`src/hw/rtl/ddgp_pkg.sv`:
```
// Shared types, constants and the digit cell table for the decimal digit glyph placer.
package ddgp_pkg;

   localparam int LINE_WIDTH_DEFAULT = 384;
   localparam int MAX_DIGITS_DEFAULT = 20;

   localparam int CFG_W      = 5;
   localparam int CSR_IDX_W  = 1;
   localparam int VALUE_W    = 32;
   localparam int MAG_W      = 31;
   localparam int PROD_W     = 63;
   localparam int QUOT_W     = 28;
   localparam int RECIP_SHIFT = 35;
   localparam int INDEX_W    = 17;
   localparam int MASK_W     = 15;
   localparam int DIGIT_W    = 4;
   localparam int MAX_GLYPHS = 21;
   localparam int MAX_STEP   = 124;

   localparam logic [31:0] RECIP_TEN = 32'hCCCC_CCCD;
   localparam logic [MAG_W-1:0] MAG_SAT = 31'h7FFF_FFFF;

   localparam int REQ_TDATA_W = 56;
   localparam int RSP_TDATA_W = 40;

   typedef enum logic [CSR_IDX_W-1:0] {
      CSR_SCALE      = 1'b0,
      CSR_MIN_DIGITS = 1'b1
   } csr_idx_type;

   typedef enum logic [2:0] {
      ST_IDLE,
      ST_MUL,
      ST_DIV,
      ST_SIGN,
      ST_RD,
      ST_EMIT
   } state_type;

   localparam logic GLYPH_DIGIT = 1'b0;
   localparam logic GLYPH_MINUS = 1'b1;

   // Controller to datapath
   typedef struct packed {
      logic load_req;
      logic do_mul;
      logic do_div;
      logic emit_sign;
      logic rd_issue;
      logic emit_digit;
   } cmd_type;

   // Datapath to controller
   typedef struct packed {
      logic div_more;
      logic neg;
      logic cnt_zero;
      logic out_free;
   } stat_type;

   function automatic logic [MASK_W-1:0] digit_cells(input logic [DIGIT_W-1:0] k);
      logic [MASK_W-1:0] m;
      logic              mod3_one;
      mod3_one = (k == 4'd1) || (k == 4'd4) || (k == 4'd7) || (k == 4'd10)
              || (k == 4'd13);
      m = '0;
      m[0*3+0] = (k != 4'd1);
      m[1*3+0] = (k == 4'd0) || (k >= 4'd4);
      m[2*3+0] = (k != 4'd1);
      m[3*3+0] = (k[0] == 1'b0) && (k != 4'd4);
      m[4*3+0] = !mod3_one;
      m[0*3+1] = (k != 4'd1) && (k != 4'd4);
      m[2*3+1] = (k >= 4'd2) && (k != 4'd7);
      m[4*3+1] = !mod3_one;
      m[0*3+2] = 1'b1;
      m[1*3+2] = (k <= 4'd4) || (k >= 4'd7);
      m[2*3+2] = 1'b1;
      m[3*3+2] = (k != 4'd2);
      m[4*3+2] = 1'b1;
      return m;
   endfunction

endpackage

```
`src/hw/rtl/ddgp_ram.sv`:
```
// Generic single-write, single-read RAM with registered read data.
module ddgp_ram #(
   parameter int WIDTH = 4,
   parameter int DEPTH = 20
) (
   input  logic                     clock,
   input  logic                     wr_en,
   input  logic [$clog2(DEPTH)-1:0] wr_addr,
   input  logic [WIDTH-1:0]         wr_data,
   input  logic                     rd_en,
   input  logic [$clog2(DEPTH)-1:0] rd_addr,
   output logic [WIDTH-1:0]         rd_data
);

   logic [WIDTH-1:0] mem_ff [DEPTH];
   logic [WIDTH-1:0] rd_data_ff;

   always_ff @(posedge clock) begin
      if (wr_en) begin
         mem_ff[wr_addr] <= wr_data;
      end
      if (rd_en) begin
         rd_data_ff <= mem_ff[rd_addr];
      end
   end

   assign rd_data = rd_data_ff;

endmodule

```
`src/hw/rtl/ddgp_ctrl.sv`:
```
// Controller state machine: sequences load, digit conversion and glyph output.
module ddgp_ctrl
   import ddgp_pkg::*;
(
   input  logic     clock,
   input  logic     reset,
   input  logic     req_tvalid,
   output logic     req_tready,
   input  stat_type stat,
   output cmd_type  cmd
);

   state_type state_ff;
   state_type state_in;

   always_ff @(posedge clock) begin
      if (reset) begin
         state_ff <= ST_IDLE;
      end else begin
         state_ff <= state_in;
      end
   end

   always_comb begin
      state_in = state_ff;
      unique case (state_ff)
         ST_IDLE: begin
            if (req_tvalid) state_in = ST_MUL;
         end
         ST_MUL: state_in = ST_DIV;
         ST_DIV: begin
            if (stat.div_more)  state_in = ST_MUL;
            else if (stat.neg)  state_in = ST_SIGN;
            else                state_in = ST_RD;
         end
         ST_SIGN: begin
            if (stat.out_free) state_in = ST_RD;
         end
         ST_RD: state_in = ST_EMIT;
         ST_EMIT: begin
            if (stat.out_free && stat.cnt_zero) state_in = ST_IDLE;
         end
         default: state_in = ST_IDLE;
      endcase
   end

   always_comb begin
      cmd        = '0;
      req_tready = 1'b0;
      unique case (state_ff)
         ST_IDLE: begin
            req_tready   = 1'b1;
            cmd.load_req = req_tvalid;
         end
         ST_MUL:  cmd.do_mul = 1'b1;
         ST_DIV:  cmd.do_div = 1'b1;
         ST_SIGN: cmd.emit_sign = stat.out_free;
         ST_RD:   cmd.rd_issue = 1'b1;
         ST_EMIT: begin
            cmd.emit_digit = stat.out_free;
            // prefetch the next digit while this one goes out
            cmd.rd_issue   = stat.out_free && !stat.cnt_zero;
         end
         default: cmd = '0;
      endcase
   end

endmodule

```
`src/hw/rtl/ddgp_datapath.sv`:
```
// Datapath: magnitude, divide-by-ten step, digit store, position and output register.
module ddgp_datapath
   import ddgp_pkg::*;
#(
   parameter int LINE_WIDTH = LINE_WIDTH_DEFAULT,
   parameter int MAX_DIGITS = MAX_DIGITS_DEFAULT
) (
   input  logic                   clock,
   input  logic                   reset,
   input  cmd_type                cmd,
   output stat_type               stat,
   input  logic [8:0]             pos_x,
   input  logic [7:0]             pos_y,
   input  logic [VALUE_W-1:0]     value,
   input  logic                   csr_we,
   input  logic [CSR_IDX_W-1:0]   csr_addr,
   input  logic [CFG_W-1:0]       csr_wdata,
   output logic                   rsp_tvalid,
   input  logic                   rsp_tready,
   output logic                   glyph_kind,
   output logic [DIGIT_W-1:0]     digit,
   output logic [MASK_W-1:0]      cell_mask,
   output logic [INDEX_W-1:0]     pixel_index,
   output logic                   out_of_frame,
   output logic                   last
);

   localparam int CNT_W   = $clog2(MAX_DIGITS + 1);
   localparam int ADDR_W  = $clog2(MAX_DIGITS);
   localparam int POS_RAW = $clog2(511 + 255 * LINE_WIDTH + MAX_GLYPHS * MAX_STEP + 1);
   localparam int POS_W   = (POS_RAW > INDEX_W) ? POS_RAW : INDEX_W + 1;

   logic [CFG_W-1:0]  scale_ff, scale_in;
   logic [CFG_W-1:0]  min_digits_ff, min_digits_in;
   logic              neg_ff, neg_in;
   logic [MAG_W-1:0]  mag_ff, mag_in;
   logic [PROD_W-1:0] prod_ff, prod_in;
   logic [CNT_W-1:0]  cnt_ff, cnt_in;
   logic [POS_W-1:0]  pos_ff, pos_in;

   logic               rsp_valid_ff, rsp_valid_in;
   logic               kind_ff, kind_in;
   logic [DIGIT_W-1:0] digit_ff, digit_in;
   logic [MASK_W-1:0]  mask_ff, mask_in;
   logic [INDEX_W-1:0] index_ff, index_in;
   logic               oof_ff, oof_in;
   logic               last_ff, last_in;

   logic [VALUE_W-1:0] mag_full;
   logic [MAG_W-1:0]   mag_load;
   logic [QUOT_W-1:0]  quot;
   logic [MAG_W-1:0]   quot10;
   logic [MAG_W-1:0]   rem_full;
   logic [CNT_W-1:0]   cnt_nx;
   logic [CNT_W-1:0]   cnt_dec;
   logic [CFG_W-1:0]   want;
   logic [POS_W-1:0]   step;
   logic [DIGIT_W-1:0] rd_digit;
   logic               out_free;

   always_comb begin
      mag_full = value[VALUE_W-1] ? (VALUE_W'(0) - value) : value;
      mag_load = mag_full[VALUE_W-1] ? MAG_SAT : mag_full[MAG_W-1:0];
      quot     = prod_ff[PROD_W-1:RECIP_SHIFT];
      quot10   = (MAG_W'(quot) << 3) + (MAG_W'(quot) << 1);
      rem_full = mag_ff - quot10;
      cnt_nx   = cnt_ff + CNT_W'(1);
      cnt_dec  = cnt_ff - CNT_W'(1);
      want     = (min_digits_ff > CFG_W'(MAX_DIGITS)) ? CFG_W'(MAX_DIGITS) : min_digits_ff;
      step     = POS_W'({scale_ff, 2'b00});
      out_free = !rsp_valid_ff || rsp_tready;
   end

   assign stat.div_more = ((quot != '0) || (CFG_W'(cnt_nx) < want))
                          && (cnt_nx < CNT_W'(MAX_DIGITS));
   assign stat.neg      = neg_ff;
   assign stat.cnt_zero = (cnt_ff == '0);
   assign stat.out_free = out_free;

   ddgp_ram #(
      .WIDTH(DIGIT_W),
      .DEPTH(MAX_DIGITS)
   ) u_digit_store (
      .clock  (clock),
      .wr_en  (cmd.do_div),
      .wr_addr(cnt_ff[ADDR_W-1:0]),
      .wr_data(rem_full[DIGIT_W-1:0]),
      .rd_en  (cmd.rd_issue),
      .rd_addr(cnt_dec[ADDR_W-1:0]),
      .rd_data(rd_digit)
   );

   always_comb begin
      scale_in      = scale_ff;
      min_digits_in = min_digits_ff;
      if (csr_we) begin
         unique case (csr_addr)
            CSR_SCALE:      scale_in      = csr_wdata;
            CSR_MIN_DIGITS: min_digits_in = csr_wdata;
            default: ;
         endcase
      end
   end

   always_comb begin
      neg_in  = neg_ff;
      mag_in  = mag_ff;
      prod_in = prod_ff;
      cnt_in  = cnt_ff;
      pos_in  = pos_ff;
      if (cmd.load_req) begin
         neg_in = value[VALUE_W-1];
         mag_in = mag_load;
         cnt_in = '0;
         pos_in = POS_W'(pos_x) + POS_W'(pos_y) * POS_W'(LINE_WIDTH);
      end
      if (cmd.do_mul) begin
         prod_in = PROD_W'(mag_ff) * PROD_W'(RECIP_TEN);
      end
      if (cmd.do_div) begin
         mag_in = MAG_W'(quot);
         cnt_in = cnt_nx;
      end
      if (cmd.rd_issue) begin
         cnt_in = cnt_dec;
      end
      if (cmd.emit_sign || cmd.emit_digit) begin
         pos_in = pos_ff + step;
      end
   end

   always_comb begin
      rsp_valid_in = rsp_valid_ff;
      kind_in      = kind_ff;
      digit_in     = digit_ff;
      mask_in      = mask_ff;
      index_in     = index_ff;
      oof_in       = oof_ff;
      last_in      = last_ff;
      if (rsp_tready) rsp_valid_in = 1'b0;
      if (cmd.emit_sign) begin
         rsp_valid_in = 1'b1;
         kind_in      = GLYPH_MINUS;
         digit_in     = '0;
         mask_in      = '0;
         index_in     = pos_ff[INDEX_W-1:0];
         oof_in       = |pos_ff[POS_W-1:INDEX_W];
         last_in      = 1'b0;
      end else if (cmd.emit_digit) begin
         rsp_valid_in = 1'b1;
         kind_in      = GLYPH_DIGIT;
         digit_in     = rd_digit;
         mask_in      = digit_cells(rd_digit);
         index_in     = pos_ff[INDEX_W-1:0];
         oof_in       = |pos_ff[POS_W-1:INDEX_W];
         last_in      = (cnt_ff == '0);
      end
   end

   always_ff @(posedge clock) begin
      if (reset) begin
         scale_ff      <= CFG_W'(1);
         min_digits_ff <= '0;
         rsp_valid_ff  <= 1'b0;
         cnt_ff        <= '0;
         mag_ff        <= '0;
         pos_ff        <= '0;
         neg_ff        <= 1'b0;
      end else begin
         scale_ff      <= scale_in;
         min_digits_ff <= min_digits_in;
         rsp_valid_ff  <= rsp_valid_in;
         cnt_ff        <= cnt_in;
         mag_ff        <= mag_in;
         pos_ff        <= pos_in;
         neg_ff        <= neg_in;
      end
   end

   always_ff @(posedge clock) begin
      prod_ff  <= prod_in;
      kind_ff  <= kind_in;
      digit_ff <= digit_in;
      mask_ff  <= mask_in;
      index_ff <= index_in;
      oof_ff   <= oof_in;
      last_ff  <= last_in;
   end

   assign rsp_tvalid   = rsp_valid_ff;
   assign glyph_kind   = kind_ff;
   assign digit        = digit_ff;
   assign cell_mask    = mask_ff;
   assign pixel_index  = index_ff;
   assign out_of_frame = oof_ff;
   assign last         = last_ff;

endmodule

```
`src/hw/rtl/decimal_digit_glyph_placer.sv`:
```
// Top level of the decimal digit glyph placer: stream ports, controller and datapath.
//
// One request (x, y, signed value) produces a minus bar glyph if the value is
// negative, then one 3x5 cell-mask digit glyph per decimal digit, most
// significant first, with tlast on the final digit; -2^31 renders as
// -2147483647 and min_digits pads with leading zeros. The request port takes
// one transaction at a time. Each digit is peeled off by a reciprocal multiply
// by ten: a multiply, then the remainder and digit store write. Glyphs then
// leave at one per cycle while the output is not held by back-pressure,
// behind one read of the digit store. The output register lets the last
// glyph wait while the next request is taken.
module decimal_digit_glyph_placer
   import ddgp_pkg::*;
#(
   parameter int LINE_WIDTH = LINE_WIDTH_DEFAULT,
   parameter int MAX_DIGITS = MAX_DIGITS_DEFAULT
) (
   input  logic                   clock,
   input  logic                   reset,
   input  logic                   req_tvalid,
   output logic                   req_tready,
   input  logic [REQ_TDATA_W-1:0] req_tdata,   // pos_x[8:0], pos_y[16:9], value[48:17]
   output logic                   rsp_tvalid,
   input  logic                   rsp_tready,
   output logic [RSP_TDATA_W-1:0] rsp_tdata,   // digit[3:0], cell_mask[18:4],
                                               // pixel_index[35:19], out_of_frame[36]
   output logic                   rsp_tuser,   // glyph_kind
   output logic                   rsp_tlast,
   input  logic                   csr_we,
   input  logic [CSR_IDX_W-1:0]   csr_addr,
   input  logic [CFG_W-1:0]       csr_wdata
);

   cmd_type            cmd;
   stat_type           stat;
   logic [DIGIT_W-1:0] digit;
   logic [MASK_W-1:0]  cell_mask;
   logic [INDEX_W-1:0] pixel_index;
   logic               out_of_frame;

   ddgp_ctrl u_ctrl (
      .clock     (clock),
      .reset     (reset),
      .req_tvalid(req_tvalid),
      .req_tready(req_tready),
      .stat      (stat),
      .cmd       (cmd)
   );

   ddgp_datapath #(
      .LINE_WIDTH(LINE_WIDTH),
      .MAX_DIGITS(MAX_DIGITS)
   ) u_datapath (
      .clock       (clock),
      .reset       (reset),
      .cmd         (cmd),
      .stat        (stat),
      .pos_x       (req_tdata[8:0]),
      .pos_y       (req_tdata[16:9]),
      .value       (req_tdata[48:17]),
      .csr_we      (csr_we),
      .csr_addr    (csr_addr),
      .csr_wdata   (csr_wdata),
      .rsp_tvalid  (rsp_tvalid),
      .rsp_tready  (rsp_tready),
      .glyph_kind  (rsp_tuser),
      .digit       (digit),
      .cell_mask   (cell_mask),
      .pixel_index (pixel_index),
      .out_of_frame(out_of_frame),
      .last        (rsp_tlast)
   );

   assign rsp_tdata = {3'b000, out_of_frame, pixel_index, cell_mask, digit};

endmodule
```
`config.mk`:
```
export PLATFORM = sky130hd
export DESIGN_NAME = decimal_digit_glyph_placer
export DESIGN_NICKNAME = d
export VERILOG_FILES = /design/src/hw/rtl/ddgp_pkg.sv /design/src/hw/rtl/ddgp_ram.sv /design/src/hw/rtl/ddgp_ctrl.sv /design/src/hw/rtl/ddgp_datapath.sv /design/src/hw/rtl/decimal_digit_glyph_placer.sv
export SDC_FILE = /design/constraint.sdc
export NUM_CORES = 1
export LEC_CHECK = 0
export ABC_AREA = 1
export BUFFER_PORTS_ARGS = -buffer_cell sky130_fd_sc_hd__buf_2
export CORE_UTILIZATION = 50
export CTS_CLUSTER_SIZE = 14
export DETAILED_ROUTE_END_ITERATION = 12
export MAX_ROUTING_LAYER = met4
export PLACE_DENSITY = 0.67
export RECOVER_POWER = 25
export SLEW_MARGIN = 20
export SYNTH_ARGS = -nofsm -noshare
export SYNTH_HDL_FRONTEND = slang
export SYNTH_HIERARCHICAL = 1
export SYNTH_SLANG_ARGS = --single-unit
```
`constraint.sdc`:
```
create_clock -name clock -period 19.9 [get_ports clock]
set_input_delay 3.98 -clock clock [delete_from_list [all_inputs] [get_ports clock]]
set_output_delay 3.98 -clock clock [all_outputs]
set_load 0.01 [all_outputs]
```
# Word level (Yosys, flattened, before mapping)

Memories as Yosys holds them, arrays and structs flattened. A register that Yosys moved wholly into a read port is not among the register bits.
Index checks and enable logic that the tools add are counted.

Register bits after elaboration: 169
Memory bits (writable): 80
Bits of input ports: 67
Word-level logic and storage cells: 115
Memories: 1

Memory list:

| name                            | depth | width | rd ports | clocked after memory_dff | write ports | line           | source |
|---|---|---|---|---|---|---|---|
| u_datapath.u_digit_store.mem_ff | 20    | 4     | 1        | 1                        | 1           | ddgp_ram.sv:15 | `logic [WIDTH-1:0] mem_ff [DEPTH];` |

$add $sub $neg: 7
Multiply operators: 2
$lt $le $gt $ge: 7
Equal/unequal tests: 17
Mux-type cells: 32
Bitwise operators: 2
Reductions and logical operators: 31

Operators by type and width:

| operator                 | count |
|---|---|
| $mul A31 B32 Y63 const B | 1 |
| $mux W28                 | 2 |
| $mux W18                 | 2 |
| $mux W17                 | 2 |
| $mux W32                 | 1 |
| $sub A1 B32 Y32 const A  | 1 |
| $mux W31                 | 1 |
| $reduce_bool A28 Y1      | 1 |
| $mux W5                  | 4 |
| $add A18 B7 Y18          | 1 |
| $add A9 B17 Y18          | 1 |
| $pmux W3 S6              | 1 |
| $mux W3                  | 5 |
| $mux W1                  | 13 |
| $mul A8 B2 Y10 const B   | 1 |
| $logic_or A1 B1 Y1       | 9 |
| $eq A4 B3 Y1 const B     | 2 |
| $eq A4 B4 Y1 const B     | 2 |
| $ge A4 B3 Y1 const B     | 2 |
| $ne A4 B3 Y1 const B     | 2 |
| $eq A3 B2 Y1 const B     | 2 |
| $eq A3 B3 Y1 const B     | 2 |
| $logic_and A1 B1 Y1      | 6 |
| $reduce_bool A2 Y1       | 3 |
| other kinds (25)         | 31 |

# Depth between registers and ports, before layout

Gate-level depths: netlist of the first run.

Word-level depth: 7
Mapped depth: 30
Mapped depth without buffers: 29

# Cells and area by module

Netlist of the first run, hierarchy kept.

By module, submodules not included:

| module                     | instances | cells an instance | area each (um^2) |
|---|---|---|---|
| ddgp_datapath              | 1         | 2641              | 20632.3 |
| ddgp_ram                   | 1         | 301               | 3489.6 |
| ddgp_ctrl                  | 1         | 48                | 277.8 |
| decimal_digit_glyph_placer | 1         | 5                 | 33.8 |

# Worst setup path after synthesis of the first run

Ideal clock, no wire load.

Path type: reg2reg
Start point: register u_datapath.mag_ff[23]
End point: register u_datapath.prod_ff[48], data pin
Arrival time: 5.972 ns
Required time: 19.648 ns
Path slack: 13.675 ns
Cell stages (with the launch flop): 28
Buffers on the path: 0
Cells stage by stage: dfxtp_1 -> inv_1 -> ha_1 -> inv_1 -> ha_1 -> a21oi_1 -> inv_1 -> fa_1 -> inv_1 -> fa_1 -> fa_1 -> inv_1 -> fa_1 -> fa_1 -> inv_1 -> fa_1 -> inv_1 -> ha_1 -> a21oi_1 -> inv_1 -> nor2_1 -> nor2_1 -> o21ai_0 -> nand2_1 -> nor3_1 -> nand2_1 -> nand2_1 -> nand2_1

Cells in the longest elaborated chain, start to end: 1

RTL lines:

| element                  | line                 | source |
|---|---|---|
| start: declaration       | ddgp_datapath.sv:36  | `logic [MAG_W-1:0] mag_ff, mag_in;` |
| start signal: assignment | ddgp_datapath.sv:174 | `mag_ff <= mag_in;` |
| $mul A31 B32 Y63         | ddgp_datapath.sv:118 | `prod_in = PROD_W'(mag_ff) * PROD_W'(RECIP_TEN);` |
| end signal: assignment   | ddgp_datapath.sv:181 | `prod_ff <= prod_in;` |
| end: declaration         | ddgp_datapath.sv:37  | `logic [PROD_W-1:0] prod_ff, prod_in;` |

No other way between the ends.
A chain may end at the register's enable or synchronous reset.

# Worst setup path in the final report of the first run

Start point: register u_datapath.mag_ff[5]
End point: register u_datapath.prod_ff[41], data pin

The elaborated chain is that of the path after synthesis.

==> impl_metrics.toml, run 1 <==
[clock_network]
clkTransAtPathRegs_ps = 60
clock-sinks = 214
root_buffer = "clkbuf_16"
numCtsBuffers = 25
postCtsHoldBufs = 0
insertion_delay_ps = 570
htreeDepth = 1
ctsLongestPathBuffers = 3
cts_tree = "built"
cts_setup_buffers = 0
cts-resized-gates = 0

[finish]
fin_util = 0.547
syn_to_final_growth_pct = 7.33
insertedDiodeCount = 0
drive_gt1_frac = 0.0690
finalNetCount = 3710

[timing]
final-max-slew-violation-count = 0
tightest_slew_ps = 1210
max_slew_margin = 0.194
hold_violations = 0
setup-violations-final = 0
tns_ps = 0
min_period_ps = 7460
setup_ws_ps = 12440
whs_ps = 429
clock-skew-final_ps = 19.1
fin_crit_sh = 0.375
rsz0062_at_grt = "no"
fmax_mhz = 134

[floorplan]
die_h_um = 223
initial_core_util = 0.510
io_pins = 111
die_x_um = 223
die-area_um2 = 49800
rows = 80
core_area_um2 = 47900

[route]
viasPerCell = 5.42
avgRoutedWirePerCell_um = 19.1
drt_iter0_markers = 1513
firstDrtPassIters = 6
drtAntennaViolNets = 0
num_vias = 20125
remaining_drc_errors = 0
wl_mm = 70.9

[worst_setup_path]
cpMostUsedCell = "fa_1"
critPathRequiredTime_ps = 20200
worst-r2r-cell-count = 21
cp.arrival_ps = 7750
startpoint_type = "flip-flop"
path_cells = "inv_1 -> ha_1 -> inv_1 -> fa_1 -> fa_1 -> inv_1 -> fa_1 -> inv_1 -> fa_1 -> fa_1 -> inv_1 -> fa_1 -> inv_1 -> fa_1 -> ha_1 -> a21oi_1 -> o21ai_0 -> a21oi_1 -> nand3_1 -> a21oi_1 -> xnor2_1"
slowest_stage = "fa_1"
critPathMaxStageDelay_ps = 800
crit_path_max_fanout = 5
crit_type = "flip-flop to flip-flop"
end_kind = "flip-flop"

[placed_design]
dp_hpwl_mm = 60.4
port_buffers = 98
gp_congestion = 0.999
place_ws_ps = 12470

[grt]
grt_use_total = 0.302
grt_max_degree = 45
met1_usage = 0.379
grt_pass1_wl_mm = 112
overflow = 0
grt_pass1_vias = 20612
met2_usage = 0.506
grt_busiest_layer = "met2"
met3_usage = 0.0307
antenna_found_initial = 0

[yosys]
synth_edf_count = 130
syn_area_per_cell_um2 = 8.16
synth_ff_type = "edfxtp_1"
synth_seq_area_share = 0.229
yosys_register_bits = 214
synthArstFlopShare = 0
synth_cells = 2995
netlist_area_um2 = 24400
synth_cell_types = 61
ys.warnings.count = 6

[min_path]
hold_path.class = "flip-flop to flip-flop"
holdPathStages = 0

[flow_run]
cap_violations = 0

[outcome]
status = "finished clean"
flip-flops by register name, indices dropped and copies added (netlist names), 3 cells and up:
register / flops
u_datapath/prod_ff: 28
u_datapath/u_digit_store/mem_ff: 80
u_datapath/pos_ff: 18
u_datapath/pixel_index: 17
u_datapath/scale_ff: 5
u_datapath/digit: 4
u_datapath/cell_mask: 9
u_ctrl/state_ff: 3
u_datapath/cnt_ff: 5
u_datapath/mag_ff: 31
u_datapath/u_digit_store/rd_data: 4
u_datapath/min_digits_ff: 5
layout by cell type, fill, tap and decap left out, types with 19 or more instances in the layout:
cell type | Yosys | final
nand4_1 | 23 | 23
xnor2_1 | 25 | 25
nor2_1 | 298 | 298
ha_1 | 331 | 331
nand3_1 | 177 | 177
inv_1 | 571 | 570
xor2_1 | 38 | 38
edfxtp_1 | 130 | 130
a21oi_1 | 146 | 146
buf_2 | 13 | 98
nor3_1 | 20 | 19
clkbuf_16 | 0 | 26
o21ai_0 | 121 | 121
dfxtp_1 | 84 | 84
nand2_1 | 578 | 578
fa_1 | 231 | 231
synth_stat cells (7+ instances only):
library cell | n | share of area
o211ai_1 | 9 | 0.0028
nor2_1 | 298 | 0.046
o21ai_0 | 121 | 0.025
nand2_1 | 578 | 0.089
buf_6 | 7 | 0.0032
a21oi_2 | 9 | 0.0032
ha_1 | 331 | 0.17
buf_2 | 13 | 0.0027
o221ai_1 | 8 | 0.0029
dfxtp_1 | 84 | 0.069
a21o_1 | 13 | 0.0040
o21ai_2 | 10 | 0.0036
o21bai_1 | 14 | 0.0043
nor3_1 | 20 | 0.0041
nand4_1 | 23 | 0.0059
xor2_1 | 38 | 0.014
edfxtp_1 | 130 | 0.16
a31oi_1 | 9 | 0.0023
fa_1 | 231 | 0.19
clkbuf_1 | 14 | 0.0022
buf_4 | 16 | 0.0049
nor4_1 | 14 | 0.0036
inv_1 | 571 | 0.088
a21oi_1 | 146 | 0.030
nor2_2 | 13 | 0.0033
xnor2_1 | 25 | 0.0090
nand3_1 | 177 | 0.036
metrics by stage:
stage                     cells  cell area, um2
after global placement     3669           25400
after global routing       3715           26200
after floorplan            2998           24400
after detailed placement   3669           25400
after CTS                  3715           26200
final                      3715           26200
cell type report:
cell class	count	area, um2
clock inverters	11	95.1
well taps	615	769
repair buffers	110	569
fillers	4509	21700
flip-flops and latches	214	5590
clock buffers	35	704
inverters	578	2170
multi-input cells	2152	16300
worst paths after layout:
check | from | slack, ps | endpoint
max | u_datapath/mag_ff[5] | 12440 | u_datapath/prod_ff[41]
min | u_datapath/pos_ff[1] | 430 | u_datapath/pixel_index[1]
max reg2reg | u_datapath/mag_ff[5] | 12440 | u_datapath/prod_ff[41]
min reg2reg | u_datapath/pos_ff[1] | 430 | u_datapath/pixel_index[1]
logic make-up after synthesis:
group | count (synthesis) | share of synthesized area
other cells | 2 | 0.000307
compound gates | 365 | 0.0862
xor+xnor | 63 | 0.0226
fa+ha+maj | 562 | 0.359
flops | 214 | 0.229
simple gates | 1157 | 0.200
buf+inv | 632 | 0.104
metal layers:
metal / share of wire / vias to the layer above
met5: 0 / -
met4: 0.041 / 0
met3: 0.054 / 132
met2: 0.48 / 603
met1: 0.43 / 9615
li1: - / 9775
worst max-delay path, delay by kind of cell, from the launching register on:
family / cells / cell delay [ps]
xor+xnor: 1 / 110
flops: 1 / 610
simple gates: 1 / 250
compound gates: 4 / 1020
fa+ha+maj: 9 / 4570
buf+inv: 6 / 600
Power of run 1 is not shown: default switching activity piles up to over one toggle a cycle in this logic, so the estimate is an artifact.
==> run 2: changes to the inputs <==
- clock period: 19.9 -> 7.5 ns (I/O delays scaled with it)
==> run 2 against run 1 <==
Critical path depth is 2 higher. Design area grew 0.81%. Non-clock buffer count increased by 24. Hold slack improved by 2.4 ps. Global-route usage grew 1.3 points. First-iteration DRC count is 12% lower. Routed wire length is 4.8% higher. Fmax grew 4.3%. Count of clock-buffer cells in the layout fell by 6. Largest cell class unchanged.
==> impl_metrics.toml, run 2 (synthesized netlist as in run 1, its figures left out) <==
[outcome]
status = "finished clean"

[clock_network]
cts_setup_buffers = 0
ctsLongestPathBuffers = 3
cts_tree = "built"
clock-sinks = 214
numCtsBuffers = 24
cts-resized-gates = 0
clkTransAtPathRegs_ps = 60
insertion_delay_ps = 530
root_buffer = "clkbuf_16"
postCtsHoldBufs = 0
htreeDepth = 1

[grt]
grt_pass1_vias = 20580
antenna_found_initial = 1
grt_max_degree = 45
overflow = 0
grt_use_total = 0.314
grt_pass1_wl_mm = 115

[floorplan]
initial_core_util = 0.510
die-area_um2 = 49800
io_pins = 111
rows = 80
die_x_um = 223
die_h_um = 223
core_area_um2 = 47900

[finish]
fillers = 4568
drive_gt1_frac = 0.0772
final_common_cell = "nand2_1"
layout_common_cells = "nand2_1 (578), inv_1 (570), ha_1 (331)"
insertedDiodeCount = 0
largest_reg_flops = 80
regMostFlops = "u_datapath/u_digit_store/mem_ff"
finalNetCount = 3733
largestRegisters = "u_datapath/u_digit_store/mem_ff: 80 flops, u_datapath/mag_ff: 31 flops, u_datapath/prod_ff: 28 flops"
syn_to_final_growth_pct = 8.20

[worst_setup_path]
cp.arrival_ps = 7400
startpoint_type = "flip-flop"
crit_type = "flip-flop to flip-flop"
crit_path_max_fanout = 4
end_kind = "flip-flop"
critPathRequiredTime_ps = 7750

[timing]
min_period_ps = 7150
whs_ps = 432
final-max-slew-violation-count = 0
fin_crit_sh = 0.953
fmax_mhz = 140
tightest_slew_ps = 1210
rsz0062_at_grt = "no"
clock-skew-final_ps = 17.2
max_slew_margin = 0.191
tns_ps = 0
setup-violations-final = 0
hold_violations = 0

[placed_design]
gp_congestion = 1.02
dp_hpwl_mm = 63.7
port_buffers = 98

[flow_run]
cap_violations = 0

[min_path]
hold_path.class = "flip-flop to flip-flop"

[route]
drtAntennaViolNets = 0
viasPerCell = 5.43
drt_iter0_markers = 1335
firstDrtPassIters = 8
avgRoutedWirePerCell_um = 19.9
remaining_drc_errors = 0
num_vias = 20285
wl_mm = 74.4
run 2: final timing paths:
path | startpoint | to | slack [ps] | depth (start not counted)
min | u_datapath/pos_ff[0] | u_datapath/pixel_index[0] | 430 | 0
min reg2reg | u_datapath/pos_ff[0] | u_datapath/pixel_index[0] | 430 | 0
max | u_datapath/mag_ff[5] | u_datapath/prod_ff[41] | 350 | 23
max reg2reg | u_datapath/mag_ff[5] | u_datapath/prod_ff[41] | 350 | 23
run 2: area by class of cell:
cell class | count | area, um2 | share of cell area
Clock buffer | 29 | 661 | 0.0250
Clock inverter | 15 | 155 | 0.00587
Inverter | 578 | 2170 | 0.0823
Multi-Input combinational cell | 2152 | 16300 | 0.618
Sequential cell | 214 | 5590 | 0.211
Tap cell | 615 | 769 | 0.0291
Timing Repair Buffer | 134 | 749 | 0.0283
run 2: per-layer routing:
layer / track usage / up-vias / share of wire
li1: - / 9790 / -
met1: 0.393 / 9774 / 0.43
met2: 0.522 / 575 / 0.48
met3: 0.0290 / 146 / 0.047
met4: 0.134 / 0 / 0.048
met5: - / - / 0
run 2: critical path: stages (launching register included):
cell and delay [ps]:
dfxtp_1 530, inv_1 130, ha_1 310, inv_1 130, fa_1 510, fa_1 570, inv_1 70, fa_2 670
inv_1 140, fa_1 520, fa_1 500, inv_1 60, fa_1 550, inv_1 90, fa_1 480, ha_1 330
nand2_1 90, nor2_1 190, nand2_1 170, nor2_1 130, o21ai_0 100, nand3_1 270, a21oi_1 150, xnor2_1 200
run 2: through the flow:
step            util  cell area, um2  cells  setup WS (ps)
6_report       0.551           26400   3737            352
5_1_grt        0.551           26400   3737           40.9
4_1_cts        0.551           26400   3737            294
3_5_place_dp   0.534           25600   3693            333
3_3_place_gp   0.534           25600   3693            389
2_1_floorplan      -           24400   2998           1280
Power of run 2 is left out for the same reason.
